===== config.mk =====
export PLATFORM = sky130hd
export DESIGN_NAME = krq_ctrl
export DESIGN_NICKNAME = d
export VERILOG_FILES = /design/src/rtl/krq_pkg.sv /design/src/rtl/krq_ctrl.sv
export SDC_FILE = /design/constraint.sdc
export NUM_CORES = 1
export LEC_CHECK = 0
export ABC_AREA = 0
export BUFFER_PORTS_ARGS = -buffer_cell sky130_fd_sc_hd__buf_2
export CAP_MARGIN = 10
export CORE_AREA = 2 2 39 41
export CTS_BUF_LIST = sky130_fd_sc_hd__clkbuf_4
export DETAILED_ROUTE_END_ITERATION = 12
export DIE_AREA = 0 0 41 43
export GPL_ROUTABILITY_DRIVEN = 0
export HOLD_SLACK_MARGIN = 0.02
export PLACE_DENSITY = 0.43
export SETUP_SLACK_MARGIN = 0.1
export SYNTH_ARGS = -nofsm -noshare
export SYNTH_HDL_FRONTEND = slang
export SYNTH_SLANG_ARGS = --single-unit

===== constraint.sdc =====
create_clock -name clock -period 2.47 [get_ports clock]
set_input_delay 0.247 -clock clock [delete_from_list [all_inputs] [get_ports clock]]
set_output_delay 0.247 -clock clock [all_outputs]
set_load 0.01 [all_outputs]

===== src/rtl/krq_pkg.sv =====
// Shared constants, types and command/status structs for the keyed ring queue.
package krq_pkg;

   localparam int DEPTH = 128;
   localparam int PTR_W = (DEPTH > 1) ? $clog2(DEPTH) : 1;
   localparam int CNT_W = $clog2(DEPTH + 1);
   localparam int KEY_W = 64;
   localparam int DAY_W = 32;
   localparam int AMT_W = 16;
   localparam int TKT_W = 32;
   localparam int TOTAL_W = 24;
   localparam int OCC_W = 8;
   localparam int ACT_W = 3;
   localparam int STAT_W = 2;
   localparam int REQ_DATA_W = KEY_W + DAY_W + AMT_W + TKT_W;
   localparam int RSP_DATA_W = KEY_W + DAY_W + AMT_W + TKT_W + TOTAL_W + OCC_W;

   typedef enum logic [ACT_W-1:0] {
      ACT_APPEND  = 3'd0,
      ACT_DROP    = 3'd1,
      ACT_READ    = 3'd2,
      ACT_FIND    = 3'd3,
      ACT_SUM_DAY = 3'd4,
      ACT_SUM_ALL = 3'd5
   } action_type;

   typedef enum logic [STAT_W-1:0] {
      STAT_OK    = 2'd0,
      STAT_FULL  = 2'd1,
      STAT_EMPTY = 2'd2
   } status_type;

   typedef struct packed {
      logic [KEY_W-1:0] key;
      logic [DAY_W-1:0] day;
      logic [AMT_W-1:0] amount;
      logic [TKT_W-1:0] ticket;
   } record_type;

   // Controller to datapath.
   typedef struct packed {
      logic start;
      logic scan;
      logic finish;
   } cmd_type;

   // Datapath to controller.
   typedef struct packed {
      logic scan_done;
      logic out_free;
   } stat_type;

endpackage


===== src/rtl/krq_ctrl.sv =====
// Controller state machine: accept, scan the stored records, then commit and respond.
module krq_ctrl (
   input  logic              clock,
   input  logic              reset,
   input  logic              req_tvalid,
   output logic              req_tready,
   input  krq_pkg::stat_type stat,
   output krq_pkg::cmd_type  cmd
);
   import krq_pkg::*;

   typedef enum logic [2:0] {
      ST_IDLE   = 3'b001,
      ST_SCAN   = 3'b010,
      ST_FINISH = 3'b100
   } state_type;

   state_type state_ff, state_in;

   always_comb begin
      state_in = state_ff;
      case (state_ff)
         ST_IDLE: begin
            if (req_tvalid) state_in = ST_SCAN;
         end
         ST_SCAN: begin
            if (stat.scan_done) state_in = ST_FINISH;
         end
         ST_FINISH: begin
            if (stat.out_free) state_in = ST_IDLE;
         end
         default: state_in = ST_IDLE;
      endcase
   end

   always_ff @(posedge clock) begin
      if (reset) begin
         state_ff <= ST_IDLE;
      end else begin
         state_ff <= state_in;
      end
   end

   assign req_tready = (state_ff == ST_IDLE);
   assign cmd.start  = (state_ff == ST_IDLE) && req_tvalid;
   assign cmd.scan   = (state_ff == ST_SCAN);
   assign cmd.finish = (state_ff == ST_FINISH) && stat.out_free;

endmodule


==> results of run 1 <==
-- logic make-up (layout without fill, tap and decap cells) --
family | after synthesis | count (layout) | share of synthesized area [%]
AO/OA/AOI/OAI | 5 | 5 | 20.7
buffers and inverters | 4 | 13 | 16.0
flip-flops | 3 | 3 | 28.4
AND/OR/NAND/NOR | 11 | 11 | 34.9
-- worst max-delay path by stage --
stage | start | slack (ns) | to
global placement | state_ff[2]$_SDFFE_PP0P_ | 1.30 | cmd[0]
global route | state_ff[2]$_SDFFE_PP0P_ | 0.96 | cmd[0]
detailed placement | state_ff[2]$_SDFFE_PP0P_ | 1.32 | cmd[0]
floorplan | state_ff[1]$_SDFFE_PP0P_ | 1.34 | cmd[0]
CTS | state_ff[2]$_SDFFE_PP0P_ | 1.05 | cmd[0]
finish | state_ff[2]$_SDFFE_PP0P_ | 1.07 | cmd[0]
-- cells in the final DEF, fill, tap and decap left out --
cell type  synthesis  routed
a211o_2            1       1
a211oi_1           1       1
nor3b_1            3       3
nor3_1             1       1
a211oi_2           1       1
nor2_1             1       1
nand3b_1           2       2
or3b_1             2       2
inv_1              1       1
nand2_1            1       1
dfxtp_1            3       3
nand2b_1           1       1
clkbuf_4           0       4
o21ai_0            1       1
o2111ai_1          1       1
buf_2              0       8
-- metrics by stage --
| stage | setup slack (ns) | hold WS [ns] |
|---|---|---|
| after floorplan | 1.34 | 0.312 |
| after global placement | 1.30 | 0.460 |
| after detailed placement | 1.32 | 0.454 |
| after CTS | 1.05 | 0.209 |
| after global routing | 0.958 | 0.214 |
| final | 1.07 | 0.215 |
-- area by class of cell --
type	count	area [um2]
fillers	163	1110
clock buffers	4	30.0
repair buffers	8	40.0
inverters	1	3.75
multi-input cells	16	118
well taps	16	20.0
flip-flops and latches	3	60.1
-- routing by layer --
metal	up-vias	wire, um	global-route usage [%]
met5	-	0	0
met4	0	0	4.00
met3	0	41	4.71
met2	8	127	4.38
met1	71	261	10.5
li1	101	-	-
-- power by group through the flow --
| stage | logic, mW | registers [mW] | clock network (mW) |
|---|---|---|---|
| 2_1_floorplan | 0.0249 | 0.0536 | 0 |
| 3_3_place_gp | 0.0246 | 0.0595 | 0 |
| 3_5_place_dp | 0.0244 | 0.0592 | 0 |
| 4_1_cts | 0.0246 | 0.0585 | 0.102 |
| 5_1_grt | 0.0270 | 0.0594 | 0.109 |
| 6_report | 0.0242 | 0.0586 | 0.0975 |
-- worst max-delay path, stage by stage, from the launching register on --
cell and delay (ns):
dfxtp_1 0.46, nand2b_1 0.11, nor3b_1 0.19, buf_2 0.15
==> key figures, run 1 <==
Die
  • Die ar.: 0.00176 mm2
  • Row count: 14
  • Count of boundary I/O pins: 9
  • DIE WIDTH: 41 um
  • Initial core utilization: 15.3%
  • Die Span Y: 43 um
  • Core area: 0.00138 mm2

CTS
  • Post-CTS sizing: 0
  • TritonCTS Sinks: 3
  • CTS Buf Count: 3
  • CTS H-tree lvls: 1
  • Clock slew at reported path FFs: 0.04 ns
  • Post CTS Setup Buffer Count: 0
  • CTS Buffer Depth: 2
  • Clock Tree Root: clkbuf_4
  • CTS tree: yes
  • Worst-Skew Late Latency: 0.23 ns
  • Hold buffer count at CTS: 0

Timing
  • Relative slew margins: 80.5%
  • Setup violations, final: 0
  • Max Slew Vio Count: 0
  • Final min period: 1.40 ns
  • Unrepaired setup endpoints after global routing: false
  • Fin. Hold Viols: 0
  • Final period util: 56.6%
  • Clk_skew: 0.00376 ns
  • Sum Neg Setup Slack: 0 ns
  • Fmax: 0.715 GHz
  • Worst slew pin tran: 0.291 ns

Setup path
  • Data required, critical path: 2.22 ns
  • Reg2Reg Setup Slack: 1.32 ns
  • WS Path Type: flop to output port
  • RR Startpoint: state_ff[1]$_SDFFE_PP0P_
  • Worst setup SP type: flop
  • R2R depth: 2
  • Crit end category: output port
  • RR Endpoint: state_ff[1]$_SDFFE_PP0P_
  • CP arrival: 1.15 ns
  • Crit-path max FO: 9

Synth
  • Netlist Area Pre-Place: 211 um2
  • #FFs+latches synth: 3
  • Cells after Synth: 23
  • Post-synth top flop: dfxtp_1
  • Synth warn: 0
  • Top cells by count, synth: dfxtp_1, nor3b_1, buf_6, nand3b_1, or3b_1
  • Post-Syn Nets: 28
  • Share of the synthesized area in the top cell type: 28.4%
  • Avg Inst Size Synth: 9.19 um2
  • Synth unique cells: 16
  • Sequential element share of the synthesized area: 28.4%
  • Post-synth ARST share: 0%
  • Number of enable flip-flop cells after synthesis: 0
  • Dominant cell type by area after synthesis: dfxtp_1
  • Synth area leaders: dfxtp_1, buf_6, nor3b_1, or3b_1, nand3b_1

Placement
  • I/O Buffers: 8
  • DP Area: 241 um2
  • Dpl cells: 44
  • HPWL after DPL: 306 um

Hold path
  • Hold Path Sink: state_ff[1]$_SDFFE_PP0P_
  • Worst Hold Launch: reset
  • Hold depth: 2
  • Hold Path Class: input pin to flop

Cells and area
  • Final Core Density: 19.6%
  • Area delta synth->final: 28.4%
  • Top flop regs: state_ff: 3 flops
  • Finished Cell Area: 272 um2
  • Number of flip-flops under the largest register name: 3
  • Layout cells sized above 1: 43.8%
  • Fin cells: 48
  • Top reg by flops: state_ff
  • Final nets: 38
  • N_diodes: 0

GRT
  • Vias in the first global route: 148
  • Global-route wire length before repair: 683 um
  • Initial antenna violation count: 0
  • Grt ovf: 0
  • Largest net degree at the start of global routing: 11
  • Total GRT Usage: 6.21%

Power and ir drop
  • Logic pwr share: 13.4%
  • NetSw: 0.0433 mW
  • Pint: 0.137 mW
  • Clock power share: 54.1%
  • Power density over the cells: 664 mW/mm2
  • P_leak: 0.111 nW
  • Net Sw Frac: 24.0%
  • Design Power: 0.180 mW
  • Maximum vdd drop: 0.000185 V
  • Seq pwr share: 32.5%

Drt
  • TritonRoute pass-1 iters: 2
  • Mean number of vias per cell: 3.75
  • Drt wl/cell: 8.96 um
  • Vias: 180
  • Drc violations: 0
  • Post-Route WL: 430 um
  • Post-route ant nets: 0
  • 1st-iter DRT viols: 1

Outcome
  • Status: complete, no violations

Flow run
  • Max-Cap Viols: 0
(Power assumes the default switching activity.)
==> inputs of run 2 (changes only) <==
--- a/config.mk
+++ b/config.mk
@@ -5,7 +5,7 @@
 export SDC_FILE = /design/constraint.sdc
 export NUM_CORES = 1
 export LEC_CHECK = 0
-export ABC_AREA = 0
+export ABC_AREA = 1
 export BUFFER_PORTS_ARGS = -buffer_cell sky130_fd_sc_hd__buf_2
 export CAP_MARGIN = 10
 export CORE_AREA = 2 2 39 41
@@ -14,7 +14,7 @@
 export DIE_AREA = 0 0 41 43
 export GPL_ROUTABILITY_DRIVEN = 0
 export HOLD_SLACK_MARGIN = 0.02
-export PLACE_DENSITY = 0.43
+export PLACE_DENSITY = 0.42
 export SETUP_SLACK_MARGIN = 0.1
 export SYNTH_ARGS = -nofsm -noshare
 export SYNTH_HDL_FRONTEND = slang
==> constraint.sdc (replaced) <==
create_clock -name clock -period 1.4 [get_ports clock]
set_input_delay 0.14 -clock clock [delete_from_list [all_inputs] [get_ports clock]]
set_output_delay 0.14 -clock clock [all_outputs]
set_load 0.01 [all_outputs]
==> key figures, run 2 <==
Synth
  • Post-synth ARST share: 0%
  • Avg Inst Size Synth: 6.55 um2
  • #FFs+latches synth: 3
  • Post-Syn Nets: 35
  • Post-synthesis simple-gate area fraction: 45.2%
  • Fraction of synthesized area in multiplexers: 0%
  • Dominant cell type by area after synthesis: dfxtp_1
  • Cells after Synth: 30
  • Synth area leaders: dfxtp_1, inv_1, nand3_2, nor2_2, nand3_1
  • Top cells by count, synth: inv_1, nand2_1, dfxtp_1, nand3_1, nor2_2
  • Largest family of logic cells by synthesized area: simple AND/OR/NAND/NOR gates
  • Number of enable flip-flop cells after synthesis: 0
  • Most frequent cell after synthesis: inv_1
  • Xor/xnor share of the synthesized area: 0%
  • Netlist Area Pre-Place: 196 um2
  • Synth warn: 0
  • Sequential element share of the synthesized area: 30.6%
  • Post-synth top flop: dfxtp_1
  • Synth unique cells: 13
  • Share of the synthesized area in the top cell type: 30.6%
  • Synth Area in Compound Gates: 6.37%
  • Post-Synth Adder-Cell Area: 0%

GRT
  • Initial antenna violation count: 0
  • Grt ovf: 0
  • Global-route wire length before repair: 745 um
  • Total GRT Usage: 7.13%
  • Vias in the first global route: 197
  • Largest net degree at the start of global routing: 6

Timing
  • Setup WS post-layout: 0.193 ns
  • Relative slew margins: 85.4%
  • Final period util: 86.2%
  • Fin. Hold Viols: 0
  • Final min period: 1.21 ns
  • Max Slew Vio Count: 0
  • Worst slew pin tran: 0.217 ns
  • Sum Neg Setup Slack: 0 ns
  • Setup violations, final: 0
  • Unrepaired setup endpoints after global routing: true
  • Clk_skew: 0.00203 ns
  • Fmax: 0.828 GHz

Hold path
  • Hold Path Class: input pin to flop

Placement
  • I/O Buffers: 8
  • HPWL after DPL: 366 um
  • DP Area: 256 um2
  • DP Worst Slack: 0.442 ns

Power and ir drop
  • Clock power share: 41.9%
  • Seq pwr share: 28.9%
  • Logic pwr share: 29.2%
  • P_leak: 0.166 nW
  • Power density over the cells: 1400 mW/mm2
  • Net Sw Frac: 32.2%
  • NetSw: 0.130 mW
  • Maximum vdd drop: 0.000471 V
  • Pint: 0.274 mW

Cells and area
  • Most common cell after layout, fill and taps aside: buf_2
  • Layout cells sized above 1: 50.0%
  • Number of flip-flops under the largest register name: 3
  • Top reg by flops: state_ff
  • Top flop regs: state_ff: 3 flops
  • Final nets: 48
  • Final Core Density: 20.9%
  • Most frequent cells in the layout: buf_2, inv_1, nor2_2, nand2_1, clkbuf_4
  • Area delta synth->final: 47.1%
  • N_diodes: 0
  • Finished Cell Area: 289 um2

Drt
  • Mean number of vias per cell: 3.55
  • TritonRoute pass-1 iters: 2
  • Drc violations: 0
  • Post-route ant nets: 0
  • Drt wl/cell: 7.45 um
  • Post-Route WL: 432 um
  • 1st-iter DRT viols: 5
  • Vias: 206

CTS
  • CTS Buf Count: 3
  • Post-CTS sizing: 0
  • TritonCTS Sinks: 3
  • CTS H-tree lvls: 1
  • Clock Tree Root: clkbuf_4
  • Clock slew at reported path FFs: 0.04 ns
  • CTS tree: yes
  • CTS Buffer Depth: 2
  • Post CTS Setup Buffer Count: 0
  • Worst-Skew Late Latency: 0.23 ns
  • Hold buffer count at CTS: 0

Setup path
  • WS Path Type: flop to output port
  • Critical Path Start: state_ff[2]$_SDFFE_PP0P_
  • Worst setup SP type: flop
  • Crit-path max FO: 3
  • CP arrival: 1.07 ns
  • R2R depth: 5
  • Reg2Reg Setup Slack: 0.49 ns
  • Data required, critical path: 1.26 ns
  • RR Endpoint: state_ff[0]$_SDFFE_PP1P_
  • Crit end category: output port
  • Crit path capture: cmd[0]
  • RR Startpoint: state_ff[1]$_SDFFE_PP0P_

Outcome
  • Status: complete, no violations

Die
  • Initial core utilization: 14.2%
  • Die ar.: 0.00176 mm2
  • Die Span Y: 43 um
  • DIE WIDTH: 41 um
  • Count of boundary I/O pins: 9
  • Row count: 14
  • Core area: 0.00138 mm2

Flow run
  • Max-Cap Viols: 0
==> run 2: cell count changes in the layout (fill, tap and decap cells not counted), moves of 2 or more <==
cell	delta
nand3_2	+2
nand2_1	+3
inv_1	+6
or3b_1	-2
nor2_2	+4
nor3b_1	-3
nand3_1	+3
nand3b_1	-2
==> run 2: critical path: stages (launching register included) <==
cell and delay, ns:
dfxtp_1 0.35, inv_1 0.09, nor4_1 0.22, buf_2 0.17
==> run 2: how the worst min path moves through the flow <==
| stage | startpoint | to | slack (ns) | cells after the start |
|---|---|---|---|---|
| final | reset | state_ff[1]$_SDFFE_PP0P_ | 0.08 | 2 |
| after global routing | reset | state_ff[1]$_SDFFE_PP0P_ | 0.07 | 2 |
| after CTS | reset | state_ff[1]$_SDFFE_PP0P_ | 0.08 | 2 |
| after detailed placement | reset | state_ff[1]$_SDFFE_PP0P_ | 0.33 | 2 |
| after global placement | reset | state_ff[1]$_SDFFE_PP0P_ | 0.33 | 2 |
| after floorplan | reset | state_ff[1]$_SDFFE_PP0P_ | 0.21 | 1 |
==> run 2: cell type report <==
cell class	count	area, um2
Multi-Input combinational cell	18	104
Timing Repair Buffer	8	40.0
Inverter	9	35.0
Tap cell	16	20.0
Sequential cell	3	60.1
Fill cell	163	1090
Clock buffer	4	30.0
==> run 2: cells by family (layout without fill, tap and decap cells) <==
| logic type | Yosys count | after routing |
|---|---|---|
| and+or+nand+nor | 16 | 16 |
| buffers and inverters | 9 | 21 |
| AOI/OAI and AO/OA | 2 | 2 |
| DFF | 3 | 3 |
==> run 2: per-stage QoR <==
| stage | instances | hold WS, ns | total power, mW |
|---|---|---|---|
| after floorplan | 30 | 0.209 | 0.199 |
| after global placement | 54 | 0.327 | 0.236 |
| after detailed placement | 54 | 0.328 | 0.236 |
| after CTS | 58 | 0.0782 | 0.415 |
| after global routing | 58 | 0.0669 | 0.450 |
| final | 58 | 0.0843 | 0.404 |
==> run 2: power by group through the flow <==
stage          logic [mW]  registers (mW)  clock network, mW
3_3_place_gp        0.119           0.117                  0
4_1_cts             0.120           0.115              0.180
5_1_grt             0.136           0.119              0.195
6_report            0.118           0.117              0.169
3_5_place_dp        0.119           0.117                  0
2_1_floorplan      0.0850           0.114                  0
==> run 2: layer usage <==
layer | vias up | GRT usage, % | part of all wire (%)
met5 | - | 0 | 0
met4 | 0 | 2.00 | 0
met3 | 0 | 9.42 | 11
met2 | 8 | 7.81 | 47
met1 | 83 | 8.04 | 41
li1 | 115 | - | -
==> inputs of run 3 (changes only) <==
==> constraint.sdc (replaced) <==
create_clock -name clock -period 1.5 [get_ports clock]
set_input_delay 0.15 -clock clock [delete_from_list [all_inputs] [get_ports clock]]
set_output_delay 0.15 -clock clock [all_outputs]
set_load 0.01 [all_outputs]
==> key figures, run 3 (same netlist as run 2, synthesis figures left out) <==
Cells and area
  • Finished Cell Area: 287 um2
  • # fillers: 170
  • Top reg by flops: state_ff
  • Top flop regs: state_ff: 3 flops
  • Layout cells sized above 1: 47.6%
  • Storage cell area: 60.1 um2
  • Number of flip-flops under the largest register name: 3
  • Most frequent cells in the layout: buf_2, inv_1, nand2_1, clkbuf_4
  • Final nets: 48
  • Area of the multi-input gates: 101 um2
  • Most common cell after layout, fill and taps aside: buf_2
  • Area delta synth->final: 45.9%
  • N_diodes: 0

CTS
  • Hold buffer count at CTS: 0
  • CTS Buffer Depth: 2
  • Worst-Skew Late Latency: 0.24 ns
  • Clock slew at reported path FFs: 0.04 ns
  • TritonCTS Sinks: 3
  • CTS tree: yes
  • Post-CTS sizing: 0
  • Post CTS Setup Buffer Count: 0
  • Clock Tree Root: clkbuf_4
  • CTS H-tree lvls: 1
  • CTS Buf Count: 3

Drt
  • TritonRoute pass-1 iters: 2
  • Mean number of vias per cell: 3.72
  • 1st-iter DRT viols: 1
  • Vias: 216
  • Post-route ant nets: 0
  • Drt wl/cell: 7.52 um
  • Drc violations: 0
  • Post-Route WL: 436 um

Timing
  • Worst slew pin tran: 0.200 ns
  • Setup violations, final: 0
  • Clk_skew: 0.00670 ns
  • Final period util: 82.1%
  • Fin. Hold Viols: 0
  • Unrepaired setup endpoints after global routing: false
  • Final min period: 1.23 ns
  • Setup WS post-layout: 0.268 ns
  • Sum Neg Setup Slack: 0 ns
  • Relative slew margins: 86.6%
  • Max Slew Vio Count: 0
  • Fmax: 0.812 GHz

Setup path
  • CP delay by family, top: flip-flops
  • Worst path bufs/invs: 3
  • Delay of the slowest critical-path stage: 0.33 ns
  • Data required, critical path: 1.35 ns
  • WS Path Type: flop to output port
  • RR Startpoint: state_ff[1]$_SDFFE_PP0P_
  • CP arrival: 1.08 ns
  • Worst setup SP type: flop
  • Reg2Reg Setup Slack: 0.56 ns
  • Critical path depth in cells: 6
  • CP cell instances: nor2_1 -> nand2_1 -> inv_2 -> nand2_2 -> inv_1 -> buf_2
  • RR Endpoint: state_ff[0]$_SDFFE_PP1P_
  • R2R depth: 4
  • Crit end category: output port
  • Crit path capture: cmd[2]
  • CP max-delay cell: dfxtp_1
  • Crit-path max FO: 4
  • Critical Path Start: state_ff[1]$_SDFFE_PP0P_

Die
  • DIE WIDTH: 41 um
  • Die Span Y: 43 um
  • Initial core utilization: 14.2%
  • Core area: 0.00138 mm2
  • Count of boundary I/O pins: 9
  • Die ar.: 0.00176 mm2
  • Row count: 14

Placement
  • I/O Buffers: 8
  • DP Worst Slack: 0.506 ns
  • DP Area: 256 um2
  • HPWL after DPL: 358 um

Power and ir drop
  • Power density over the cells: 1330 mW/mm2
  • Maximum vdd drop: 0.000277 V
  • Pint: 0.255 mW
  • P_leak: 0.165 nW
  • Net Sw Frac: 33.0%
  • Seq pwr share: 28.4%
  • NetSw: 0.125 mW
  • Clock power share: 43.1%
  • Logic pwr share: 28.5%

GRT
  • Total GRT Usage: 6.21%
  • Global-route wire length before repair: 655 um
  • Initial antenna violation count: 0
  • Vias in the first global route: 196
  • Largest net degree at the start of global routing: 6
  • Grt ovf: 0

Outcome
  • Status: complete, no violations

Hold path
  • Hold Path Class: input pin to flop

Flow run
  • Max-Cap Viols: 0
## run 3: cell types whose count changed in the layout (fill, tap and decap cells not counted)
cell    previous run  this run
nor2_2             4         3
nor2_1             1         2
## run 3: cell type report
type	instances	area share [%]
Sequential cell	3	21.0
Tap cell	16	6.99
Inverter	9	12.2
Timing Repair Buffer	8	14.0
Multi-Input combinational cell	18	35.4
Clock buffer	4	10.5
## run 3: worst min path at each step
stage | from | slack, ns | cells after the start | end
after floorplan | reset | 0.22 | 1 | state_ff[1]$_SDFFE_PP0P_
after global placement | reset | 0.32 | 2 | state_ff[1]$_SDFFE_PP0P_
after detailed placement | reset | 0.33 | 2 | state_ff[1]$_SDFFE_PP0P_
after CTS | reset | 0.08 | 2 | state_ff[1]$_SDFFE_PP0P_
after global routing | reset | 0.08 | 2 | state_ff[1]$_SDFFE_PP0P_
final | reset | 0.08 | 2 | state_ff[1]$_SDFFE_PP0P_
## run 3: stage by stage
| step | utilization (%) | cells | hold slack (ns) | power [mW] |
|---|---|---|---|---|
| 2_1_floorplan | - | 30 | 0.219 | 0.185 |
| 3_3_place_gp | 18.5 | 54 | 0.324 | 0.219 |
| 3_5_place_dp | 18.5 | 54 | 0.328 | 0.220 |
| 4_1_cts | 20.7 | 58 | 0.0762 | 0.387 |
| 5_1_grt | 20.7 | 58 | 0.0764 | 0.410 |
| 6_report | 20.7 | 58 | 0.0784 | 0.380 |
## run 3: layer usage
layer | part of all wire [%] | vias to the layer above | routed length, um | track usage [%]
met1 | 38 | 95 | 166 | 5.11
met5 | 0 | - | 0 | 0
met4 | 0 | 0 | 0 | 6.00
met2 | 53 | 6 | 229 | 8.75
met3 | 9.2 | 0 | 40 | 4.71
li1 | - | 115 | - | -
## run 3: worst register-to-register path, cell delays in order (launching register included)
cell and delay (ns):
dfxtp_1 0.33, nor2_1 0.15, nand3_1 0.15, nand3_2 0.12, o21bai_1 0.07
## run 3: power groups by stage
stage	clock network [mW]	registers, mW	logic [mW]
after floorplan	0	0.106	0.0793
after global placement	0	0.109	0.110
after detailed placement	0	0.110	0.110
after CTS	0.168	0.108	0.110
after global routing	0.177	0.110	0.124
final	0.164	0.108	0.108
